--- config.mk ---
export PLATFORM = sky130hd
export DESIGN_NAME = auto_backlight_with_sleep_timeout
export DESIGN_NICKNAME = d
export VERILOG_FILES = /design/src/hdl/abl_pkg.sv /design/src/hdl/abl_cfg.sv /design/src/hdl/abl_dp.sv /design/src/hdl/abl_ctrl.sv /design/src/hdl/auto_backlight_with_sleep_timeout.sv
export SDC_FILE = /design/constraint.sdc
export NUM_CORES = 1
export LEC_CHECK = 0
export ABC_CLOCK_PERIOD_IN_PS = 10300
export BUFFER_PORTS_ARGS = -buffer_cell sky130_fd_sc_hd__buf_2
export CORE_MARGIN = 3
export CORE_UTILIZATION = 55
export CTS_CLUSTER_SIZE = 8
export DETAILED_ROUTE_END_ITERATION = 10
export PLACE_DENSITY = 0.72
export SYNTH_ARGS = -nofsm -noshare
export SYNTH_HDL_FRONTEND = slang
export SYNTH_SLANG_ARGS = --single-unit
--- constraint.sdc ---
create_clock -name clk -period 10.3 [get_ports clk]
set_clock_uncertainty 0.2 [all_clocks]
set_input_delay 0.515 -clock clk [delete_from_list [all_inputs] [get_ports clk]]
set_output_delay 0.515 -clock clk [all_outputs]
set_load 0.02 [all_outputs]
--- src/hdl/abl_pkg.sv ---
`default_nettype none

package abl_pkg;

    // Field and register widths
    localparam int LightW   = 12;
    localparam int CfgW     = 16;
    localparam int CntW     = 16;
    localparam int TargetW  = 18;
    localparam int SmoothW  = 24;
    localparam int LevelW   = 8;
    localparam int MulAW    = 24;
    localparam int MulBW    = 16;
    localparam int ProdW    = MulAW + MulBW;
    localparam int AccW     = 36;
    localparam int SumW     = ProdW + 1;
    localparam int AddrW    = 4;

    // Register map (word index = paddr[3:2])
    localparam logic [1:0] REG_GAIN    = 2'd0;
    localparam logic [1:0] REG_OFFSET  = 2'd1;
    localparam int          RegIdxLo   = 2;

    localparam logic [1:0] REG_TIMEOUT = 2'd2;

    // Reset values
    localparam logic [CfgW-1:0]    GAIN_RST    = 16'd333;
    localparam logic [CfgW-1:0]    OFFSET_RST  = 16'd1280;
    localparam logic [CfgW-1:0]    TIMEOUT_RST = 16'd600;
    localparam logic [SmoothW-1:0] SMOOTH_RST  = 24'd327680;

    // Filter constants: target clamp 512.0 in Q10.8, level clamp 255.0 in Q8.16
    localparam logic [TargetW-1:0] TARGET_MAX = 18'd131072;
    localparam logic [SmoothW-1:0] SMOOTH_MAX = 24'hFF0000;
    localparam logic [MulBW-1:0]   W_NEW      = 16'd655;
    localparam logic [MulBW-1:0]   W_OLD      = 16'd64881;

    typedef enum logic [2:0] {
        ST_IDLE,
        ST_MUL_GAIN,
        ST_TARGET,
        ST_MUL_NEW,
        ST_MUL_OLD,
        ST_ACCUM,
        ST_ISSUE
    } abl_state_t;

    typedef struct packed {
        logic accept;
        logic mul_gain;
        logic target;
        logic mul_new;
        logic mul_old;
        logic accum;
        logic issue;
    } abl_cmd_t;

    typedef struct packed {
        logic awake;
        logic out_free;
    } abl_stat_t;

    typedef struct packed {
        logic [CfgW-1:0] gain;
        logic [CfgW-1:0] offset;
        logic [CfgW-1:0] timeout;
    } abl_cfg_t;

endpackage

`default_nettype wire

--- src/hdl/abl_cfg.sv ---
`default_nettype none

module abl_cfg
    import abl_pkg::*;
(
    input  wire logic             clk,
    input  wire logic             rst_n,
    input  wire logic             psel,
    input  wire logic             penable,
    input  wire logic             pwrite,
    input  wire logic [AddrW-1:0] paddr,
    input  wire logic [31:0]      pwdata,
    output logic      [31:0]      prdata,
    output logic                  pready,
    output abl_cfg_t              cfg
);

    logic [CfgW-1:0] gain_reg;
    logic [CfgW-1:0] offset_reg;
    logic [CfgW-1:0] timeout_reg;
    logic [1:0]      idx;
    logic            wr_en;

    assign idx    = paddr[AddrW-1:RegIdxLo];
    assign wr_en  = psel && penable && pwrite;
    assign pready = 1'b1;

    // Write registers on the access cycle
    always_ff @(posedge clk or negedge rst_n)
    begin
        if (!rst_n)
        begin
            gain_reg    <= GAIN_RST;
            offset_reg  <= OFFSET_RST;
            timeout_reg <= TIMEOUT_RST;
        end
        else if (wr_en)
        begin
            if (idx == REG_GAIN)
            begin
                gain_reg <= pwdata[CfgW-1:0];
            end
            if (idx == REG_OFFSET)
            begin
                offset_reg <= pwdata[CfgW-1:0];
            end
            if (idx == REG_TIMEOUT)
            begin
                timeout_reg <= pwdata[CfgW-1:0];
            end
        end
    end

    // Read back
    always_comb
    begin
        prdata = '0;
        if (idx == REG_GAIN)
        begin
            prdata = {16'd0, gain_reg};
        end
        else if (idx == REG_OFFSET)
        begin
            prdata = {16'd0, offset_reg};
        end
        else if (idx == REG_TIMEOUT)
        begin
            prdata = {16'd0, timeout_reg};
        end
    end

    assign cfg.gain    = gain_reg;
    assign cfg.offset  = offset_reg;
    assign cfg.timeout = timeout_reg;

endmodule

`default_nettype wire

--- src/hdl/abl_dp.sv ---
`default_nettype none

module abl_dp
    import abl_pkg::*;
(
    input  wire logic        clk,
    input  wire logic        rst_n,
    input  wire abl_cfg_t    cfg,
    input  wire abl_cmd_t    cmd,
    output abl_stat_t        stat,
    input  wire logic [15:0] in_word,
    output logic             out_valid,
    input  wire logic        out_ready,
    output logic [15:0]      out_word
);

    logic [LightW-1:0]  light_reg;
    logic               awake_reg, awake_next;
    logic               fell_reg, fell_next;
    logic [CntW-1:0]    cnt_reg, cnt_next;
    logic [SmoothW-1:0] smooth_reg, smooth_next;
    logic [LevelW-1:0]  last_reg;
    logic               last_valid_reg;
    logic [TargetW-1:0] target_reg, target_next;
    logic [ProdW-1:0]   prod_reg;
    logic [AccW-1:0]    acc_reg;
    logic               out_valid_reg;
    logic [15:0]        out_word_reg;

    logic               wake;
    logic [CntW-1:0]    cnt_in;
    logic               awake_mid;
    logic [MulAW-1:0]   mul_a;
    logic [MulBW-1:0]   mul_b;
    logic [28:0]        tgt_sum;
    logic [SumW-1:0]    total;
    logic [24:0]        shifted;
    logic [LevelW-1:0]  level_cand;
    logic               do_issue;

    // Wake and timeout update for the incoming word
    always_comb
    begin
        wake      = in_word[12] || in_word[13] || in_word[14];
        cnt_in    = wake ? cfg.timeout : cnt_reg;
        awake_mid = wake || awake_reg;
        if (cnt_in != '0)
        begin
            cnt_next   = cnt_in - 1'b1;
            awake_next = awake_mid;
            fell_next  = 1'b0;
        end
        else
        begin
            cnt_next   = cnt_in;
            awake_next = 1'b0;
            fell_next  = awake_mid;
        end
    end

    // Shared multiplier operand select
    always_comb
    begin
        mul_a = {{(MulAW-LightW){1'b0}}, light_reg};
        mul_b = cfg.gain;
        if (cmd.mul_new)
        begin
            mul_a = {{(MulAW-TargetW){1'b0}}, target_reg};
            mul_b = W_NEW;
        end
        else if (cmd.mul_old)
        begin
            mul_a = smooth_reg;
            mul_b = W_OLD;
        end
    end

    // Target clamp and filter sum
    always_comb
    begin
        tgt_sum     = prod_reg[28:0] + {13'd0, cfg.offset};
        target_next = (tgt_sum > {11'd0, TARGET_MAX}) ? TARGET_MAX : tgt_sum[TargetW-1:0];
        total       = {{(SumW-AccW){1'b0}}, acc_reg} + {1'b0, prod_reg};
        shifted     = total[SumW-1:16];
        smooth_next = (shifted > {1'b0, SMOOTH_MAX}) ? SMOOTH_MAX : shifted[SmoothW-1:0];
    end

    // Level issue decision
    always_comb
    begin
        level_cand = awake_reg ? smooth_reg[SmoothW-1:SmoothW-LevelW] : '0;
        do_issue   = (awake_reg || fell_reg) && (!last_valid_reg || (last_reg != level_cand));
    end

    // Payload registers
    always_ff @(posedge clk)
    begin
        if (cmd.accept)
        begin
            light_reg <= in_word[LightW-1:0];
        end
        if (cmd.mul_gain || cmd.mul_new || cmd.mul_old)
        begin
            prod_reg <= mul_a * mul_b;
        end
        if (cmd.target)
        begin
            target_reg <= target_next;
        end
        if (cmd.mul_old)
        begin
            acc_reg <= {prod_reg[27:0], 8'd0};
        end
        if (cmd.issue)
        begin
            out_word_reg <= {6'd0, (do_issue ? level_cand : 8'd0), do_issue, awake_reg};
        end
    end

    // State registers
    always_ff @(posedge clk or negedge rst_n)
    begin
        if (!rst_n)
        begin
            awake_reg      <= 1'b1;
            fell_reg       <= 1'b0;
            cnt_reg        <= TIMEOUT_RST;
            smooth_reg     <= SMOOTH_RST;
            last_reg       <= '0;
            last_valid_reg <= 1'b0;
            out_valid_reg  <= 1'b0;
        end
        else
        begin
            if (cmd.accept)
            begin
                awake_reg <= awake_next;
                fell_reg  <= fell_next;
                cnt_reg   <= cnt_next;
            end
            if (cmd.accum)
            begin
                smooth_reg <= smooth_next;
            end
            if (cmd.issue && do_issue)
            begin
                last_reg       <= level_cand;
                last_valid_reg <= 1'b1;
            end
            // Hold the word until taken
            if (cmd.issue)
            begin
                out_valid_reg <= 1'b1;
            end
            else if (out_ready)
            begin
                out_valid_reg <= 1'b0;
            end
        end
    end

    assign stat.awake    = awake_reg;
    assign stat.out_free = !out_valid_reg || out_ready;
    assign out_valid     = out_valid_reg;
    assign out_word      = out_word_reg;

endmodule

`default_nettype wire

--- src/hdl/abl_ctrl.sv ---
`default_nettype none

module abl_ctrl
    import abl_pkg::*;
(
    input  wire logic      clk,
    input  wire logic      rst_n,
    input  wire logic      in_valid,
    output logic           in_ready,
    input  wire abl_stat_t stat,
    output abl_cmd_t       cmd
);

    abl_state_t state_reg, state_next;

    always_ff @(posedge clk or negedge rst_n)
    begin
        if (!rst_n)
        begin
            state_reg <= ST_IDLE;
        end
        else
        begin
            state_reg <= state_next;
        end
    end

    // Sequence one tick through the shared multiplier
    always_comb
    begin
        state_next = state_reg;
        cmd        = '0;
        in_ready   = 1'b0;
        unique case (state_reg)
            ST_IDLE:
            begin
                in_ready   = 1'b1;
                cmd.accept = in_valid;
                if (in_valid)
                begin
                    state_next = ST_MUL_GAIN;
                end
            end
            ST_MUL_GAIN:
            begin
                cmd.mul_gain = 1'b1;
                state_next   = stat.awake ? ST_TARGET : ST_ISSUE;
            end
            ST_TARGET:
            begin
                cmd.target = 1'b1;
                state_next = ST_MUL_NEW;
            end
            ST_MUL_NEW:
            begin
                cmd.mul_new = 1'b1;
                state_next  = ST_MUL_OLD;
            end
            ST_MUL_OLD:
            begin
                cmd.mul_old = 1'b1;
                state_next  = ST_ACCUM;
            end
            ST_ACCUM:
            begin
                cmd.accum  = 1'b1;
                state_next = ST_ISSUE;
            end
            ST_ISSUE:
            begin
                if (stat.out_free)
                begin
                    cmd.issue  = 1'b1;
                    state_next = ST_IDLE;
                end
            end
            default:
            begin
                state_next = ST_IDLE;
            end
        endcase
    end

endmodule

`default_nettype wire

--- src/hdl/auto_backlight_with_sleep_timeout.sv ---
// Ambient-light auto brightness with a display sleep timeout.
// Input stream: one word per display frame on s_tvalid/s_tready/s_tdata,
// carrying the light sample and the touch, engine and ignition flags.
// Output stream: exactly one word per input word on m_tvalid/m_tready/m_tdata,
// giving the display power state and, when flagged, a new backlight level.
// Registers for gain, offset and wake timeout sit on the APB port at 0x0,
// 0x4 and 0x8; write them only while no word is in flight.
// Steps per word while awake: accept, product of light and gain, target
// clamp, two filter products and the sum, issue; while asleep: accept, the
// product of light and gain, issue. All products share one 24x16 multiplier,
// and a new input word is accepted only once the last one has been issued,
// so one word is in the steps at a time.
// A finished word waits in the output register; the next input word is
// accepted meanwhile, and its own issue step holds until the register frees.
// Reset brings registers to their defaults, the display awake with a full
// timeout and the filter at the offset level, with no level yet issued.
`default_nettype none

module auto_backlight_with_sleep_timeout
    import abl_pkg::*;
(
    input  wire logic             clk,
    input  wire logic             rst_n,
    // APB configuration
    input  wire logic             psel,
    input  wire logic             penable,
    input  wire logic             pwrite,
    input  wire logic [AddrW-1:0] paddr,
    input  wire logic [31:0]      pwdata,
    output logic      [31:0]      prdata,
    output logic                  pready,
    // Input stream
    input  wire logic             s_tvalid,
    output logic                  s_tready,
    input  wire logic [15:0]      s_tdata,  // light_level[11:0], touched, engine_started,
                                            // ignition_on, zero pad
    // Output stream
    output logic                  m_tvalid,
    input  wire logic             m_tready,
    output logic      [15:0]      m_tdata   // display_on, level_write, level_value[7:0],
                                            // zero pad
);

    abl_cfg_t  cfg;
    abl_cmd_t  cmd;
    abl_stat_t stat;

    abl_cfg u_cfg (
        .clk     (clk),
        .rst_n   (rst_n),
        .psel    (psel),
        .penable (penable),
        .pwrite  (pwrite),
        .paddr   (paddr),
        .pwdata  (pwdata),
        .prdata  (prdata),
        .pready  (pready),
        .cfg     (cfg)
    );

    abl_ctrl u_ctrl (
        .clk      (clk),
        .rst_n    (rst_n),
        .in_valid (s_tvalid),
        .in_ready (s_tready),
        .stat     (stat),
        .cmd      (cmd)
    );

    abl_dp u_dp (
        .clk       (clk),
        .rst_n     (rst_n),
        .cfg       (cfg),
        .cmd       (cmd),
        .stat      (stat),
        .in_word   (s_tdata),
        .out_valid (m_tvalid),
        .out_ready (m_tready),
        .out_word  (m_tdata)
    );

endmodule

`default_nettype wire
==> run summary, run 1 <==
outcome - complete, no violations
Core ar. - 42510 sq um
CTS tree - done
clk_lat worst skew - 0.56 ns
CTS Buf Count - 30
CP startpoint kind - register
drt drc - 0
Root Buffer - clkbuf_16
Die W - 214.8 microns
Max-Cap Viols - 0
slew margin rel. - 17.80%
WHS Path Cells - 2
f_max - 106.6 MHz
clock sinks - 211
Iteration-0 DRC Markers - 1714
#FFs+latches synth - 211
crit end category - register
fin nets - 3151
initial core utilization - 56.43%
most common cell after layout, fill and taps aside - inv_1
area grow syn2layout - 8.079%
library cells used by synthesis - 94
GP Congestion - 0.9874
vias in the first global route - 19210
Req. time, crit path - 10.40 ns
crit-path max FO - 21
Worst-Margin Slew - 1.230 ns
via count - 18550
GRT Overall Usage - 28.18%
commonest cells after routing, fill and taps aside - inv_1, fa_1, nand2_1
hold crit path type - in2reg
Gate Count Post-Synth - 2553
Hold Fails Final Rpt - 0
Main synth FF type - edfxtp_1
Setup TNS - 0 ns
Synth top area share - 25.62%
number of diodes - 0
final setup margin - 0.9178 ns
WP data arrival - 9.48 ns
Worst R2R End - u_dp.prod_reg[38]
Vias/cell - 5.747
Die ar. - 46160 sq um
total gr overflow - 0
initial antenna violation count - 0
max reg flops - 40
synth warn - 0
crit-path max cell delay - 0.64 ns
Reg-to-Reg Start - u_ctrl.state_reg[0]
most frequent cell on the critical path - fa_1
Seq/Total Area, Yosys - 24.36%
Multi-input gate area - 16120 sq um
Cell Rows - 75
CTS clk-pin slew, worst paths - 0.06 ns
Setup WS pre-CTS - 1.072 ns
RSZ-0062 raised after global routing - no
FFs w/ async S/R, synth - 48.82%
CP Class - reg2reg
Period Utilization, post-route - 91.09%
Fill cells - 3539
I/O pin count - 110
area taken by flip-flops and latches - 5843 sq um
First-pass DRT Iterations - 5
DP HPWL - 51740 microns
# port buffers - 67
Syn Std Cell Area - 23990 sq um
Avg WL per Cell - 20.11 microns
r2r worst-path depth - 29
largest net degree at the start of global routing - 74
synth top area cells - fa_1, edfxtp_1, dfrtp_1
Max clock buf depth - 3
HP Start - pwdata[5]
min Tclk post-route - 9.382 ns
R2R Setup Slk - 0.92 ns
top cell type by total area after synthesis - fa_1
number of synthesized flops with an enable pin - 108
share of post-route cells with drive strength above 1 - 9.694%
first-pass GRT wire length - 103300 microns
ANT nets after route - 0
post-CTS setup buffers - 0
final setup vio count - 0
Routed WL - 64930 microns
DIE HEIGHT - 214.8 microns
Pins Over Slew Limit - 0
critical path's slowest cell - mux2i_1
H-tree levels - 1
WHS Endpoint - u_cfg.timeout_reg[5]
Syn Area/Cell - 9.396 sq um
[metal layers]
metal / global-route usage [%] / share of wire (%) / vias to the layer above
li1: - / - / 8410
met1: 38.90 / 41 / 9193
met2: 46.22 / 47 / 822
met3: 5.297 / 8.9 / 125
met4: 7.319 / 2.5 / 0
met5: 0 / 0 / -
[worst max-delay path by stage]
stage,start,endpoint,slack [ns]
final,u_ctrl.state_reg[0],u_dp.prod_reg[38],0.92
after global routing,u_ctrl.state_reg[0],u_dp.prod_reg[38],0.48
after CTS,u_ctrl.state_reg[0],u_dp.prod_reg[38],1.04
after detailed placement,u_ctrl.state_reg[0],u_dp.prod_reg[38],1.07
after global placement,u_ctrl.state_reg[0],u_dp.prod_reg[38],1.27
after floorplan,u_ctrl.state_reg[1],u_dp.prod_reg[38],2.14
[per-stage QoR]
stage	utilization, %	area [sq um]	hold WS (ns)	instances
2_1_floorplan	-	24180	0.01941	2604
3_3_place_gp	58.65	24930	0.2620	3160
3_5_place_dp	58.65	24930	0.2548	3160
4_1_cts	60.99	25930	0.005148	3228
5_1_grt	60.99	25930	0.02279	3228
6_report	60.99	25930	0.02998	3228
[cells in the mapped netlist (15+ instances only)]
master    number
o21a_1        25
and3_1        18
mux2_2        50
mux2i_1       36
nand4_1       22
nand2_1      288
edfxtp_1     108
o21ai_1       26
ha_1         157
a22oi_1       18
o21ai_0      100
a21o_1        23
clkbuf_1      74
inv_1        444
nand3_1       23
dfstp_2       18
nor3_1        33
fa_1         307
buf_4         24
xor2_1        31
or3_1         15
and2_1        39
a21oi_1       94
nor2_1       206
dfrtp_1       85
xnor2_1       46
o211ai_1      19
[layout make-up]
class,count,share of cell area [%]
repair buffers,111,2.702
clock inverters,1,0.01930
well taps,577,2.784
inverters,445,6.447
flip-flops and latches,211,22.54
multi-input cells,1829,62.19
clock buffers,54,3.325
[repair_timing]
| item | in CTS | in global routing |
|---|---|---|
| hold buffers | 13 | 0 |
| resized for setup | 0 | 0 |
| endpoints found under the hold margin | 46 | 0 |
| endpoints found under the setup margin | 0 | 0 |
[critical path, delay by kind of cell, from the launching register on]
family / cells / cell delay [ns]
adder cells (fa/ha/maj): 7 / 3.37
multiplexers: 1 / 0.64
AO/OA/AOI/OAI: 9 / 2.66
XOR/XNOR: 1 / 0.09
flip-flops: 1 / 0.48
buffers and inverters: 7 / 1.07
AND/OR/NAND/NOR: 4 / 0.58
[kinds of logic (layout without fill, tap and decap cells)]
logic type      count (synthesis)  count (layout)  share of synthesized area (%)
mux                            86              86                          3.849
buf+inv                       564             611                          9.393
flops                         211             211                          24.36
other cells                     2              53                        0.03131
compound gates                422             422                          11.64
xor+xnor                       78              78                          2.879
simple gates                  726             726                          14.04
fa+ha+maj                     464             464                          33.81
Power of run 1 is not shown: default switching activity piles up to over one toggle a cycle in this logic, so the estimate is an artifact.
==> run 2, diff against run 1 <==
--- a/config.mk
+++ b/config.mk
@@ -6,7 +6,7 @@
 export NUM_CORES = 1
 export LEC_CHECK = 0
 export ABC_CLOCK_PERIOD_IN_PS = 10300
-export BUFFER_PORTS_ARGS = -buffer_cell sky130_fd_sc_hd__buf_2
+export BUFFER_PORTS_ARGS = -buffer_cell sky130_fd_sc_hd__clkbuf_2
 export CORE_MARGIN = 3
 export CORE_UTILIZATION = 55
 export CTS_CLUSTER_SIZE = 8
==> run summary, run 2 (same netlist as run 1, synthesis figures left out) <==
Die W - 214.8 microns
slew margin rel. - 16.44%
Max clock buf depth - 3
RSZ-0062 raised after global routing - no
commonest cells after routing, fill and taps aside - inv_1, fa_1, nand2_1
HP Start - pwdata[12]
Routed WL - 64890 microns
most common cell after layout, fill and taps aside - inv_1
max reg flops - 40
met1 usage - 39.29%
Worst-Margin Slew - 1.251 ns
CTS clk-pin slew, worst paths - 0.05 ns
area grow syn2layout - 8.288%
Max-Cap Viols - 0
Period Utilization, post-route - 91.92%
f_max - 105.6 MHz
Die ar. - 46160 sq um
DP HPWL - 51550 microns
gr busiest metal - met2
R2R Setup Slk - 0.83 ns
Vias/cell - 5.768
Worst R2R End - u_dp.prod_reg[38]
# port buffers - 67
first-pass GRT wire length - 103100 microns
drt drc - 0
Root Buffer - clkbuf_16
WP data arrival - 9.59 ns
vias in the first global route - 19070
DIE HEIGHT - 214.8 microns
First-pass DRT Iterations - 7
Pins Over Slew Limit - 0
final setup vio count - 0
CTS Buf Count - 31
Cell Rows - 75
Reg-to-Reg Start - u_ctrl.state_reg[0]
share of post-route cells with drive strength above 1 - 9.808%
r2r worst-path depth - 26
ANT nets after route - 0
Setup TNS - 0 ns
crit end category - register
Iteration-0 DRC Markers - 1618
CTS tree - done
crit-path max FO - 15
I/O pin count - 110
H-tree levels - 1
met3 track utilization from global routing - 5.127%
Avg WL per Cell - 20.09 microns
WHS Path Cells - 2
min Tclk post-route - 9.468 ns
CP startpoint kind - register
outcome - complete, no violations
total gr overflow - 0
Req. time, crit path - 10.42 ns
initial antenna violation count - 0
largest net degree at the start of global routing - 64
GP Congestion - 1.004
WHS Endpoint - u_cfg.timeout_reg[12]
met2 Resource Use GR - 44.91%
clk_lat worst skew - 0.58 ns
Hold Fails Final Rpt - 0
cts repair resizes - 0
Core ar. - 42510 sq um
via count - 18630
CP Class - reg2reg
hold crit path type - in2reg
clock sinks - 211
initial core utilization - 56.43%
GRT Overall Usage - 28.24%
fin nets - 3152
==> run 2: changes by cell type in the layout (fill, tap and decap cells not counted), sizes merged <==
| cell | change |
|---|---|
| buf | -66 |
| diode | +2 |
| clkbuf | +64 |
| inv | +1 |
| bufinv | +1 |
==> run 2: metal layers <==
layer	vias up	wire length [microns]
li1	8421	-
met1	9213	27230
met2	834	29680
met3	162	5532
met4	0	2443
met5	-	0
==> run 2: worst max-delay path by stage <==
stage / cells after the start / start / end / slack (ns)
2_1_floorplan: 30 / u_ctrl.state_reg[1] / u_dp.prod_reg[38] / 2.14
3_3_place_gp: 26 / u_ctrl.state_reg[0] / u_dp.prod_reg[38] / 1.34
3_5_place_dp: 26 / u_ctrl.state_reg[0] / u_dp.prod_reg[38] / 1.09
4_1_cts: 26 / u_ctrl.state_reg[0] / u_dp.prod_reg[38] / 1.08
5_1_grt: 26 / u_ctrl.state_reg[0] / u_dp.prod_reg[38] / 0.54
6_report: 26 / u_ctrl.state_reg[0] / u_dp.prod_reg[38] / 0.83
==> run 2: worst max-delay path: stages, from the launching register on <==
cell and delay (ns):
dfrtp_1 0.50, inv_1 0.20, nand3_1 0.15, clkinv_2 0.37
mux2i_1 0.77, nand2_1 0.18, o21ai_1 0.47, nor2_1 0.17
fa_1 0.60, fa_1 0.44, fa_1 0.48, fa_1 0.52
fa_1 0.55, inv_1 0.06, fa_1 0.56, inv_1 0.08
ha_1 0.41, a211o_1 0.35, a211o_1 0.28, a211oi_1 0.31
o2bb2ai_1 0.22, o41ai_2 0.44, o21ai_0 0.23, o31ai_1 0.30
nand2b_1 0.09, a21oi_1 0.18, xnor2_1 0.08
==> run 2: final cells by class <==
class,count,area [sq um]
fill,3479,16530
inverter,445,1672
antenna,2,5.005
clock inverter,3,47.55
clock buffer,52,864.6
sequential,211,5843
timing repair buffer,111,700.7
tap,577,721.9
multi-input combinational,1829,16120
==> run 2: repair_timing <==
item                                    4_1_cts  5_1_grt
hold buffers                                 13        0
buffers inserted                              0        0
hold endpoints to repair                     46        0
endpoints found under the setup margin        0        0
==> run 2: through the flow <==
step	instance area, sq um	hold WS [ns]	cells	utilization, %	setup slack (ns)
after CTS	25970	0.005655	3228	61.10	1.079
after floorplan	24180	0.01941	2604	-	2.143
after global routing	25970	0.01597	3228	61.10	0.5375
after global placement	24930	0.2615	3160	58.65	1.336
after detailed placement	24930	0.2632	3160	58.65	1.092
final	25980	0.02675	3230	61.11	0.8324
Power of run 2 is left out for the same reason.
==> run 3, diff against run 2 <==
--- a/config.mk
+++ b/config.mk
@@ -11,6 +11,7 @@
 export CORE_UTILIZATION = 55
 export CTS_CLUSTER_SIZE = 8
 export DETAILED_ROUTE_END_ITERATION = 10
+export HOLD_SLACK_MARGIN = 0.1
 export PLACE_DENSITY = 0.72
 export SYNTH_ARGS = -nofsm -noshare
 export SYNTH_HDL_FRONTEND = slang
==> run summary, run 3 (same netlist as run 1, synthesis figures left out) <==
DP HPWL - 51550 microns
min Tclk post-route - 9.494 ns
crit-path max cell delay - 0.80 ns
Vias/cell - 5.798
ANT nets after route - 0
placed instance count - 3160
CTS tree - done
share of post-route cells with drive strength above 1 - 9.741%
initial core utilization - 56.43%
Pins Over Slew Limit - 0
GP Congestion - 1.004
Max clock buf depth - 3
I/O pin count - 110
Iteration-0 DRC Markers - 1610
cts repair resizes - 0
drt drc - 0
outcome - complete, no violations
crit end category - register
Period Utilization, post-route - 92.18%
# port buffers - 67
Avg WL per Cell - 20.08 microns
slew margin rel. - 14.48%
most frequent cell on the critical path - fa_1
Cell Rows - 75
Core ar. - 42510 sq um
RSZ-0062 raised after global routing - no
critical path's slowest cell - mux2i_1
CTS clk-pin slew, worst paths - 0.05 ns
CP startpoint - u_ctrl.state_reg[0]
final std cells w/o fill - 3246
largest net degree at the start of global routing - 64
Fill cells - 3452
GRT Overall Usage - 28.42%
total gr overflow - 0
initial antenna violation count - 0
via count - 18820
Hold Fails Final Rpt - 0
crit-path max FO - 15
Setup crit end - u_dp.prod_reg[38]
CTS Buf Count - 31
final setup vio count - 0
Die ar. - 46160 sq um
fin nets - 3170
First-pass DRT Iterations - 6
hold crit path type - in2async
CP Class - reg2reg
number of diodes - 0
R2R Setup Slk - 0.81 ns
Core Util, Final - 61.52%
max reg flops - 40
commonest cells after routing, fill and taps aside - inv_1, fa_1, nand2_1
r2r worst-path depth - 26
Routed WL - 65180 microns
Reg-to-Reg Start - u_ctrl.state_reg[0]
Max-Cap Viols - 0
Root Buffer - clkbuf_16
Setup TNS - 0 ns
area grow syn2layout - 9.018%
vias in the first global route - 19210
Die W - 214.8 microns
H-tree levels - 1
Worst-Margin Slew - 1.280 ns
clock sinks - 211
CP startpoint kind - register
Worst R2R End - u_dp.prod_reg[38]
first-pass GRT wire length - 103700 microns
Req. time, crit path - 10.42 ns
f_max - 105.3 MHz
most common cell after layout, fill and taps aside - inv_1
WP data arrival - 9.61 ns
clk_lat worst skew - 0.58 ns
DIE HEIGHT - 214.8 microns
-- run 3: cell types whose count changed in the layout (fill, tap and decap cells not counted), sizes merged --
cell,previous run,this run
diode,2,0
dlygate4sd3,13,31
-- run 3: timing repair --
item / CTS / global route
setup endpoints to repair: 0 / 0
hold buffers: 31 / 0
buffers inserted: 0 / 0
hold endpoints to repair: 99 / 0
-- run 3: final cells by class --
type | count | area [sq um] | share of cell area [%]
tap | 577 | 721.9 | 2.760
sequential | 211 | 5843 | 22.34
multi-input combinational | 1829 | 16120 | 61.65
timing repair buffer | 129 | 880.8 | 3.368
inverter | 445 | 1672 | 6.392
clock inverter | 3 | 47.55 | 0.1818
clock buffer | 52 | 864.6 | 3.306
-- run 3: layer usage --
metal / vias to the layer above / routed length, microns / track usage (%)
met4: 0 / 2652 / 10.22
met2: 857 / 29800 / 45.18
met3: 182 / 5862 / 5.311
li1: 8459 / - / -
met5: - / 0 / 0
met1: 9323 / 26870 / 39.29
-- run 3: through the flow --
step	setup WS [ns]	instance area, sq um	hold WS [ns]
global route	0.5374	26150	0.3086
detailed placement	1.092	24930	0.2632
CTS	1.079	26150	0.2765
global placement	1.336	24930	0.2615
finish	0.8058	26150	0.2752
floorplan	2.143	24180	0.01941
-- run 3: worst min path at each step --
stage | from | endpoint | depth (start not counted)
after CTS | rst_n | u_cfg.gain_reg[14] | 2
after global routing | u_dp.last_valid_reg | u_dp.last_valid_reg | 1
after floorplan | rst_n | u_cfg.gain_reg[10] | 0
after global placement | u_dp.last_valid_reg | u_dp.last_valid_reg | 1
final | rst_n | u_dp.cnt_reg[7] | 2
after detailed placement | u_dp.last_valid_reg | u_dp.last_valid_reg | 1
-- run 3: worst max-delay path, delay by kind of cell, from the launching register on --
family	cells	cell delay, ns
buffers and inverters	4	0.71
XOR/XNOR	1	0.08
flip-flops	1	0.50
adder cells (fa/ha/maj)	7	3.56
AO/OA/AOI/OAI	9	2.79
AND/OR/NAND/NOR	4	0.57
multiplexers	1	0.80
Power of run 3 is left out for the same reason.
